**src/hw/rtl/rgbhsv_pkg.sv**
```systemverilog
package rgbhsv_pkg;

    localparam int CH_W          = 8;
    localparam int HUE_W         = 9;
    localparam int DIV_STEPS     = 8;
    localparam int STEPS_PER_STG = 2;
    localparam int NUM_DIV_STG   = DIV_STEPS / STEPS_PER_STG;

    localparam logic [HUE_W-1:0] HUE_GREEN_OFF = 9'd120;
    localparam logic [HUE_W-1:0] HUE_BLUE_OFF  = 9'd240;
    localparam logic [HUE_W-1:0] HUE_WRAP      = 9'd360;
    localparam logic [HUE_W-1:0] HUE_MAX       = 9'd359;

    typedef enum logic [1:0] {
        SECT_RED,
        SECT_GREEN,
        SECT_BLUE
    } sector_t;

    // partial remainder, dividend bits still to shift in, quotient so far
    typedef struct packed {
        logic [CH_W-1:0] rem;
        logic [CH_W-1:0] low;
        logic [CH_W-1:0] quo;
    } div_t;

    typedef struct packed {
        logic [CH_W-1:0] val;
        logic [CH_W-1:0] delta;
        logic            grey;
        sector_t         sector;
        logic            neg;
        div_t            sat;
        div_t            hue;
    } stage_t;

    // one restoring division step, remainder stays below the divisor
    function automatic div_t div_step(input div_t s, input logic [CH_W-1:0] d);
        logic [CH_W:0] trial;
        div_t          r;
        trial = {s.rem, s.low[CH_W-1]};
        r.low = {s.low[CH_W-2:0], 1'b0};
        if (trial >= {1'b0, d})
        begin
            trial = trial - {1'b0, d};
            r.quo = {s.quo[CH_W-2:0], 1'b1};
        end
        else
        begin
            r.quo = {s.quo[CH_W-2:0], 1'b0};
        end
        r.rem = trial[CH_W-1:0];
        return r;
    endfunction

endpackage

```
**src/hw/rtl/rgb_to_hsv_pixel_core.sv**
```systemverilog
// channel | direction | handshake             | payload
// pix     | in        | pix_valid / pix_ready | red_in, green_in, blue_in
// hsv     | out       | hsv_valid / hsv_ready | hue_deg, sat_scaled, val_out
//
// one pixel per cycle sustained while hsv_ready stays high
// latency set by two long divisions (saturation and hue fraction), two
// quotient bits per stage over four stages, plus a front and an output stage
// reset clears the stage valid bits only
// each stage holds under backpressure and takes new data when it is empty or its contents move on,
// so bubbles close up and nothing is dropped or repeated
module rgb_to_hsv_pixel_core
    import rgbhsv_pkg::*;
(
    input  logic              clk,
    input  logic              rst_n,
    input  logic              pix_valid,
    output logic              pix_ready,
    input  logic [CH_W-1:0]   red_in,
    input  logic [CH_W-1:0]   green_in,
    input  logic [CH_W-1:0]   blue_in,
    output logic              hsv_valid,
    input  logic              hsv_ready,
    output logic [HUE_W-1:0]  hue_deg,
    output logic [CH_W-1:0]   sat_scaled,
    output logic [CH_W-1:0]   val_out
);

    localparam int LAST = NUM_DIV_STG + 1;

    logic [LAST:0]     v_reg;
    logic [LAST:0]     adv;
    stage_t            stg_reg  [0:NUM_DIV_STG];
    stage_t            stg_next [0:NUM_DIV_STG];
    logic [HUE_W-1:0]  hue_reg, hue_next;
    logic [CH_W-1:0]   sat_reg;
    logic [CH_W-1:0]   val_reg;

    // handshake chain
    always_comb
    begin
        adv[LAST] = !v_reg[LAST] || hsv_ready;
        for (int i = LAST - 1; i >= 0; i--)
        begin
            adv[i] = !v_reg[i] || adv[i+1];
        end
    end

    assign pix_ready = adv[0];

    // front stage: max, min, sector and dividends
    always_comb
    begin
        logic [CH_W-1:0]   hi;
        logic [CH_W-1:0]   lo;
        logic [CH_W-1:0]   delta;
        logic [CH_W-1:0]   diff;
        logic [2*CH_W-1:0] sat_num;
        logic [2*CH_W-1:0] hue_num;
        sector_t           sector;
        logic              neg;

        hi = (red_in > green_in) ? red_in : green_in;
        hi = (hi > blue_in) ? hi : blue_in;
        lo = (red_in < green_in) ? red_in : green_in;
        lo = (lo < blue_in) ? lo : blue_in;
        delta = hi - lo;

        if (red_in >= hi)
        begin
            sector = SECT_RED;
            neg    = green_in < blue_in;
            diff   = neg ? blue_in - green_in : green_in - blue_in;
        end
        else if (green_in >= hi)
        begin
            sector = SECT_GREEN;
            neg    = blue_in < red_in;
            diff   = neg ? red_in - blue_in : blue_in - red_in;
        end
        else
        begin
            sector = SECT_BLUE;
            neg    = red_in < green_in;
            diff   = neg ? green_in - red_in : red_in - green_in;
        end

        // 255 * delta and 60 * diff by shift and subtract
        sat_num = {delta, {CH_W{1'b0}}} - {{CH_W{1'b0}}, delta};
        hue_num = {2'b00, diff, 6'b0} - {6'b0, diff, 2'b00};

        stg_next[0].val     = hi;
        stg_next[0].delta   = delta;
        stg_next[0].grey    = (delta == '0);
        stg_next[0].sector  = sector;
        stg_next[0].neg     = neg;
        stg_next[0].sat.rem = sat_num[2*CH_W-1:CH_W];
        stg_next[0].sat.low = sat_num[CH_W-1:0];
        stg_next[0].sat.quo = '0;
        stg_next[0].hue.rem = hue_num[2*CH_W-1:CH_W];
        stg_next[0].hue.low = hue_num[CH_W-1:0];
        stg_next[0].hue.quo = '0;
    end

    // division stages
    generate
        for (genvar k = 0; k < NUM_DIV_STG; k++)
        begin : g_div
            always_comb
            begin
                stage_t s;
                s = stg_reg[k];
                for (int j = 0; j < STEPS_PER_STG; j++)
                begin
                    s.sat = div_step(s.sat, s.val);
                    s.hue = div_step(s.hue, s.delta);
                end
                stg_next[k+1] = s;
            end
        end
    endgenerate

    // final hue from sector offset and fraction, rounded toward zero, clamped to HUE_MAX, zero for grey
    always_comb
    begin
        stage_t           s;
        logic [HUE_W-1:0] q;
        logic [HUE_W-1:0] up;
        logic [HUE_W-1:0] h;

        s  = stg_reg[NUM_DIV_STG];
        q  = {1'b0, s.hue.quo};
        up = q + {{(HUE_W-1){1'b0}}, (s.hue.rem != '0)};
        case (s.sector)
            SECT_RED:   h = s.neg ? HUE_WRAP - up : q;
            SECT_GREEN: h = s.neg ? HUE_GREEN_OFF - up : HUE_GREEN_OFF + q;
            default:    h = s.neg ? HUE_BLUE_OFF - up : HUE_BLUE_OFF + q;
        endcase
        if (h > HUE_MAX)
        begin
            h = HUE_MAX;
        end
        hue_next = s.grey ? '0 : h;
    end

    always_ff @(posedge clk or negedge rst_n)
    begin
        if (!rst_n)
        begin
            v_reg <= '0;
        end
        else
        begin
            if (adv[0])
            begin
                v_reg[0] <= pix_valid;
            end
            for (int i = 1; i <= LAST; i++)
            begin
                if (adv[i])
                begin
                    v_reg[i] <= v_reg[i-1];
                end
            end
        end
    end

    always_ff @(posedge clk)
    begin
        if (adv[0] && pix_valid)
        begin
            stg_reg[0] <= stg_next[0];
        end
        for (int i = 1; i <= NUM_DIV_STG; i++)
        begin
            if (adv[i] && v_reg[i-1])
            begin
                stg_reg[i] <= stg_next[i];
            end
        end
        if (adv[LAST] && v_reg[LAST-1])
        begin
            hue_reg <= hue_next;
            sat_reg <= stg_reg[NUM_DIV_STG].grey ? '0 : stg_reg[NUM_DIV_STG].sat.quo;
            val_reg <= stg_reg[NUM_DIV_STG].val;
        end
    end

    assign hsv_valid  = v_reg[LAST];
    assign hue_deg    = hue_reg;
    assign sat_scaled = sat_reg;
    assign val_out    = val_reg;

    // saturation is at least one whenever the pixel is not grey
    a_grey_hue: assert property (@(posedge clk) disable iff (!rst_n)
        (hsv_valid && sat_scaled == '0) |-> (hue_deg == '0))
        else $error("nonzero hue with zero saturation");

    a_hue_range: assert property (@(posedge clk) disable iff (!rst_n)
        hsv_valid |-> (hue_deg <= HUE_MAX))
        else $error("hue out of range");

    a_ready_when_empty: assert property (@(posedge clk) disable iff (!rst_n)
        !hsv_valid |-> pix_ready)
        else $error("input stalled with empty output stage");

    a_black: assert property (@(posedge clk) disable iff (!rst_n)
        (hsv_valid && val_out == '0) |-> (sat_scaled == '0 && hue_deg == '0))
        else $error("black pixel with nonzero hue or saturation");

endmodule

```
**config.mk**
```make
export PLATFORM = sky130hd
export DESIGN_NAME = rgb_to_hsv_pixel_core
export DESIGN_NICKNAME = d
export VERILOG_FILES = /design/src/hw/rtl/rgbhsv_pkg.sv /design/src/hw/rtl/rgb_to_hsv_pixel_core.sv
export SDC_FILE = /design/constraint.sdc
export NUM_CORES = 1
export LEC_CHECK = 0
export BUFFER_PORTS_ARGS = -buffer_cell sky130_fd_sc_hd__clkbuf_2
export CORE_AREA = 2 2 325 247
export DETAILED_ROUTE_END_ITERATION = 6
export DIE_AREA = 0 0 327 249
export PLACE_DENSITY = 0.51
export SLEW_MARGIN = 20
export SYNTH_ARGS = -nofsm -noshare
export SYNTH_HDL_FRONTEND = slang
export SYNTH_SLANG_ARGS = --single-unit
export TNS_END_PERCENT = 30
```
**constraint.sdc**
```tcl
create_clock -name clk -period 5.4 [get_ports clk]
set_clock_uncertainty 0.05 [all_clocks]
set_input_delay 0.81 -clock clk [delete_from_list [all_inputs] [get_ports clk]]
set_output_delay 0.81 -clock clk [all_outputs]
set_load 0.01 [all_outputs]
```
=== Yosys cells after proc, flatten, opt, wreduce, memory -nomap -nowiden ===
Memory sizes are Yosys's and may differ from the RTL's.
Index checks and enable logic that the tools add are counted.

* $add $sub $neg: 31
* $mul: 0
* Div/mod/pow operators: 0
* Order comparisons: 25
* Equality and inequality tests: 1
* Shift-type cells: 0
* Mux-type cells: 60
* Bitwise operators: 0
* Reductions and logical operators: 22

{| class="wikitable"
|+ Operator list
! cell !! count
|-
| 8-bit two-way mux || 25
|-
| 8-bit subtractor || 23
|-
| 9-bit by 8-bit greater-or-equal comparator with 1-bit output || 16
|-
| 9-bit two-way mux || 4
|-
| 8-bit < comparator || 4
|-
| 1-bit two-way mux || 28
|-
| 9-bit case mux with 2 select lines || 1
|-
| 8-bit greater-or-equal comparator || 2
|-
| 8-bit > comparator || 2
|-
| 16-bit by 8-bit subtractor with 16-bit output || 1
|-
| 14-bit by 10-bit subtractor with 15-bit output || 1
|-
| 7-bit by 8-bit adder with 9-bit output (first input constant) || 1
|-
| 8-bit by 1-bit adder with 9-bit output || 1
|-
| 8-bit by 8-bit adder with 9-bit output (first input constant) || 1
|-
| 9-bit > comparator (second input constant) || 1
|-
| 7-bit by 9-bit subtractor with 9-bit output (first input constant) || 1
|-
| 8-bit by 9-bit subtractor with 9-bit output (first input constant) || 1
|-
| 9-bit subtractor (first input constant) || 1
|-
| 8-bit logical NOT || 1
|-
| 8-bit nonzero test || 1
|-
| 1-bit logical AND || 6
|-
| 1-bit logical NOT || 6
|-
| 1-bit logical OR || 6
|-
| 2-bit two-way mux || 2
|-
| 3 further kinds || 3
|}

* Register bits after elaboration: 31
* Bits in latches: 0
* RAM bits: 340
* Memory bits (read-only): 0
* Output and inout bits: 27
* Logic and storage cells: 150
* Memories kept: 1

{| class="wikitable"
|+ Memory list
! memory !! words !! bits a word !! rd ports !! clocked after memory_dff !! write ports !! line !! source
|-
| stg_reg || 5 || 68 || 5 || 0 || 5 || rgb_to_hsv_pixel_core.sv:32 || <nowiki>stage_t stg_reg [0:NUM_DIV_STG];</nowiki>
|}

=== Logic depth before layout (Yosys ltp) ===
Gate-level depths: netlist (run 1).

* Depth after elaboration: 10
* Depth in mapped cells: 37
* Depth with buffers taken out: 33

=== Worst setup path before layout (run 1) ===
Ideal clock, no wire load.

* Path kind: input-to-reg
* Start point: input port red_in[0]
* End point: memory stg_reg[0][20] (netlist name) (data pin)
* Data arrival time: 7.044 ns
* Required time: 5.077 ns
* Setup slack: -1.967 ns
* Cell stages on the path: 32
* Path buffers: 3
* Cells stage by stage: inv_1 ha_1 inv_1 fa_1 nand3_1 a21oi_4 o21ai_4 buf_6 clkbuf_1 nor2_1 a21oi_1 inv_1 ha_1 a211oi_1 nor2_1 nand4bb_1 nand2_1 clkbuf_1 nand2_1 o21ai_0 inv_1 ha_1 a21o_1 a221o_1 a21oi_1 o31ai_4 o311ai_2 inv_1 ha_1 or3_4 a211oi_2 o311ai_2

{| class="wikitable"
|+ RTL lines
! element !! line !! source
|-
| start, declared || rgb_to_hsv_pixel_core.sv:18 || <nowiki>input logic [CH_W-1:0] red_in,</nowiki>
|-
| end, declared || rgb_to_hsv_pixel_core.sv:32 ||
|}

==> results of run 1 <==
## kinds of logic after synthesis
kind of cell / count (synthesis) / share of synthesized area, %
XOR/XNOR: 124 / 5.60
multiplexers: 75 / 4.27
AND/OR/NAND/NOR: 501 / 12.6
buffers and inverters: 241 / 4.85
flip-flops: 262 / 40.4
AO/OA/AOI/OAI: 464 / 16.1
adder cells (fa/ha/maj): 239 / 16.2
## path summary, 6_finish.rpt
check	from	to	slack, ps	depth (start not counted)
max in group asynchronous	rst_n	v_reg[0]	4560	2
min in group asynchronous	rst_n	v_reg[5]	580	2
max	red_in[0]	stg_reg[0][19]	-560	36
max reg2reg	stg_reg[0][61]	stg_reg[0][115]	220	25
min reg2reg	stg_reg[0][173]	stg_reg[0][243]	360	0
min	stg_reg[0][173]	stg_reg[0][243]	360	0
## power breakdown
| group | internal [mW] | leakage (nW) | switching, mW |
|---|---|---|---|
| clock | 1.28 | 0.487 | 0.808 |
| combinational | 5.29 | 7.37 | 5.68 |
| sequential | 3.62 | 2.55 | 0.405 |
## area by class of cell
| cell class | instances | area [um2] | share of cell area [%] |
|---|---|---|---|
| multi-input cells | 1403 | 11300 | 45.5 |
| well taps | 1046 | 1310 | 5.26 |
| clock buffers | 32 | 779 | 3.13 |
| flip-flops and latches | 262 | 7840 | 31.5 |
| inverters | 204 | 785 | 3.15 |
| repair buffers | 352 | 2600 | 10.4 |
| clock inverters | 23 | 259 | 1.04 |
## placed cells by master (no fill, tap or decap), types with 8 or more instances in the layout
cell type	n
nand2_1	134
nor3_1	20
o21bai_1	9
a21oi_2	16
clkbuf_16	33
nand2_2	9
mux2i_1	26
and2_1	11
o21ai_1	38
buf_6	8
a21oi_1	89
nand3_1	31
inv_1	188
a21boi_0	14
nand4_1	32
xor2_1	41
mux2_2	47
nor2_1	123
a21o_1	35
fa_1	19
xnor2_1	81
a31oi_1	13
o21ai_0	97
o211ai_1	9
or2_2	8
nor2b_1	42
o21a_1	18
clkbuf_2	53
o31ai_1	12
nand2b_1	25
inv_2	12
ha_4	15
nor2_2	8
ha_1	201
edfxtp_1	256
buf_4	286
## routing by layer
layer	wire, um	up-vias	global-route usage, %
li1	-	7594	-
met1	24800	7123	17.2
met2	22400	294	19.4
met3	2680	56	1.99
met4	855	0	2.67
met5	0	-	0
## metrics by stage
step	total power, mW	instance area, um2	worst slack (ps)	hold slack (ps)	utilization [%]
2_1_floorplan	11.4	19700	-1150	350	-
3_3_place_gp	14.3	23100	-1390	353	29.6
3_5_place_dp	14.6	23100	-1550	355	29.6
4_1_cts	17.0	24500	-512	366	31.4
5_1_grt	18.7	24900	-706	378	31.9
6_report	17.1	24900	-557	362	31.9
## what timing repair did
action / in CTS / in global routing
hold buffers: 1 / 0
pin swaps: 33 / 36
cloned: 1 / 1
endpoints found under the hold margin: 6 / 0
gates resized for setup: 52 / 96
buffers inserted: 15 / 13
endpoints found under the setup margin: 38 / 91
==> metrics.yaml, run 1 <==
outcome: "finished with violations"
violations: "setup timing"
grt_pass1_wl_um: 80900
cp-start-kind: "primary input"
synth.cell_area_um2: 19400
route.vias.total: 15067
numCtsBuffers: 30
drive_above_1_share_pct: 26.9
synthArstFlopShare_pct: 2.29
cp_slowest_cell: "fa_2"
diodes: 0
track_usage_pct: 12.2
path_max_fanout: 7
syn_nets: 2171
initial_core_util_pct: 24.8
ctsLongestPathBuffers: 3
arrival_ps: 6200
dp_cells: 3237
worstSetupPathType: "primary input to register"
nNetsFinal: 2518
clock_sinks: 262
synth-edff-count: 256
drv_slew: 0
coreArea_um2: 78100
cts_tree: "done"
cts_root_buffer: "clkbuf_16"
largest_reg_flops: 231
yosysTopAreaCellShare_pct: 39.7
drtAntennaViolNets: 0
antenna_found_initial: 0
crit_required_ps: 5650
hp-class: "register to register"
rsz0062_at_grt: "yes"
peakVddDrop_mv: 0.308
portBuffers: 54
setup-tns-final_ps: -7000
place_congestion: 0.900
setup_slack_ps: -557
hpwlAfterDp_um: 41000
synthTopCellsByCount: "256 x edfxtp_1, 217 x ha_1, 199 x inv_1"
yosys.area.top_type: "edfxtp_1"
htree_levels: 1
setup_viol: 22
routed_via_density: 4.54
p_leak_nw: 10.4
slew_headroom_pct: 48.7
firstDrtPassIters: 5
min_period_ps: 5960
syn_inst: 1906
hold_viol: 0
die_h_um: 249
path_delay_family: "compound AO/OA/AOI/OAI gates"
grt_max_degree: 50
yosysWarnings: 0
gr-total-overflow: 0
worst_skew_pair.late_latency_ps: 560
ioPinCount: 55
routed_wl_um: 50700
drt_iter0_markers: 686
wl_per_cell_um: 15.3
fin_crit_sh_pct: 110
rows: 89
crit_top_cell: "inv_2"
nFillCells: 7972
ys_seq_area_share_pct: 40.4
endpoint_kind: "register"
cp_num_buf_inv: 11
ys_types: 95
synth-seq-cells: 262
drc: 0
syn_avg_cell_area_um2: 10.2
maxCapViolations: 0
die_w_um: 327
fin_cells: 3322
synth_area_leaders: "edfxtp_1 40%, ha_1 14%, inv_1 3.9%"
areaGrowthSynthToFinish_pct: 28.4
tightest_slew_ps: 770
grt_pass1_vias: 15422
p_per_area_nw_per_um2: 686
ys.flop_type: "edfxtp_1"
clk_pin_slew_ps: 60
yosysMostFrequentCell: "edfxtp_1"
fmax_ghz: 0.168
crit_path_max_incr_delay_ps: 360
die_area_um2: 81400
(Power assumes the default switching activity.)
==> run 2: changes to the inputs <==
ABC_AREA = 1   (was default)
CORE_AREA = 2 2 323 245   (was 2 2 325 247)
DIE_AREA = 0 0 325 247   (was 0 0 327 249)
REMOVE_ABC_BUFFERS = 1   (was default)
==> metrics.yaml, run 2 <==
worst-r2r-setup-slack_ps: 560
firstDrtPassIters: 5
gr-total-overflow: 0
seqCellArea_um2: 7840
timing.rr.start: "stg_reg[0][62]"
final_cell_mix: "380 x nand2_1, 316 x inv_1, 256 x edfxtp_1"
setup_slack_ps: 242
rows: 89
fin_cells: 3489
yosys.area.top_type: "edfxtp_1"
die_area_um2: 80300
fmax_ghz: 0.194
drc: 0
hpwlAfterDp_um: 37200
track_usage_pct: 11.4
cp_num_buf_inv: 5
grt_pass1_vias: 14295
timing.hold.ws_ps: 354
dp_cells: 3421
grt_max_degree: 50
ys_types: 61
ys_seq_area_share_pct: 40.8
cp_slowest_cell: "fa_2"
yosysMostFrequentCell: "nand2_1"
grt_pass1_wl_um: 75300
synth-edff-count: 256
tightest_slew_ps: 663
syn_inst: 2174
largest_reg_flops: 231
ys.flop_type: "edfxtp_1"
cts_tree: "done"
drv_slew: 0
synth.cell_area_um2: 19200
post-place-ws_ps: -821
crit_required_ps: 5660
cts_root_buffer: "clkbuf_16"
fin_crit_sh_pct: 95.5
min_period_ps: 5160
synthArstFlopShare_pct: 2.29
yosysWarnings: 0
drive_above_1_share_pct: 17.5
diodes: 0
wl_per_cell_um: 13.3
drtAntennaViolNets: 0
antenna_found_initial: 0
crit_path_max_incr_delay_ps: 360
nFillCells: 8202
numCtsBuffers: 30
peakVddDrop_mv: 0.267
ctsLongestPathBuffers: 3
cp-start-kind: "primary input"
crit_top_cell: "nand2_1"
drt_iter0_markers: 868
p_per_area_nw_per_um2: 702
multi_input_area_um2: 10300
arrival_ps: 5420
routed_wl_um: 46500
syn_avg_cell_area_um2: 8.83
portBuffers: 54
maxCapViolations: 0
route.vias.total: 14962
synth-seq-cells: 262
nNetsFinal: 2684
worst-path-stages: 35
rr_endpoint: "stg_reg[0][110]"
hold_viol: 0
synthTopCellsByCount: "389 x nand2_1, 327 x inv_1, 256 x edfxtp_1"
outcome: "completed"
worst_skew_pair.late_latency_ps: 570
hp-class: "register to register"
clk_pin_slew_ps: 60
clock_sinks: 262
yosysTopAreaCellShare_pct: 40.1
crit_path_start: "red_in[0]"
setup_viol: 0
path_delay_family: "simple AND/OR/NAND/NOR gates"
coreArea_um2: 77600
ioPinCount: 55
synth_area_leaders: "edfxtp_1 40%, ha_1 14%, nand2_1 7.6%"
crit_end: "stg_reg[0][19]"
slew_headroom_pct: 55.8
reg2reg_depth: 28
worstSetupPathType: "primary input to register"
die_h_um: 247
path_max_fanout: 7
htree_levels: 1
endpoint_kind: "register"
p_leak_nw: 10.5
initial_core_util_pct: 24.7
die_w_um: 325
mostFrequentLayoutCell: "nand2_1"
routed_via_density: 4.29
areaGrowthSynthToFinish_pct: 21.9
place_congestion: 0.904
-- run 2: final cells by class --
class                      instances  area share (%)
clock buffer                      35            3.29
clock inverter                    21           0.851
inverter                         341            5.53
multi-input combinational       1547            44.1
sequential                       262            33.5
tap                             1046            5.60
timing repair buffer             237            7.10
-- run 2: kinds of logic (layout without fill, tap and decap cells) --
logic type                 Yosys count  after routing  share of synthesized area, %
buffers and inverters              367            634                          7.30
and+or+nand+nor                    768            769                          17.7
xor gates and xnor gates           119            119                          5.43
AOI/OAI and AO/OA                  412            413                          11.9
muxes                                9              9                         0.496
DFF                                262            262                          40.8
adders and majority gates          237            237                          16.2
-- run 2: how the worst min path moves through the flow --
| stage | cells past startpoint | end | start |
|---|---|---|---|
| 4_1_cts | 0 | stg_reg[0][255] | stg_reg[0][187] |
| 6_report | 0 | stg_reg[0][255] | stg_reg[0][187] |
| 3_5_place_dp | 0 | stg_reg[0][105] | stg_reg[0][35] |
| 2_1_floorplan | 0 | stg_reg[0][103] | stg_reg[0][33] |
| 3_3_place_gp | 0 | stg_reg[0][278] | stg_reg[0][208] |
| 5_1_grt | 0 | stg_reg[0][255] | stg_reg[0][187] |
-- run 2: power breakdown --
group	total [mW]	internal (mW)	switching (mW)	leakage, nW
logic	10.3	4.24	6.05	7.48
clock network	1.98	1.16	0.822	0.465
registers	4.14	3.72	0.412	2.55
total	16.4	9.13	7.28	10.5
-- run 2: per-layer routing --
metal | global-route usage [%] | vias to the layer above | share of wire (%)
met4 | 1.78 | 0 | 1.4
li1 | - | 7865 | -
met2 | 17.3 | 289 | 41
met5 | 0 | - | 0
met1 | 17.3 | 6764 | 53
met3 | 1.83 | 44 | 5.1
-- run 2: through the flow --
step	cell area [um2]	TNS, ps	total power [mW]	util [%]
after global placement	22000	-7390	14.2	28.3
after CTS	23000	0	16.3	29.6
after global routing	23400	-197	18.3	30.1
final	23400	0	16.4	30.1
after detailed placement	22000	-11090	14.3	28.3
after floorplan	19100	-6010	11.5	-
-- run 2: repair_timing --
action                                 4_1_cts  5_1_grt
endpoints found under the hold margin        6        0
pin swaps                                    1       40
gates resized for setup                      5       80
setup buffers                                0        9
setup endpoints to repair                    9       43
cloned                                       1        1
hold buffers                                 1        0
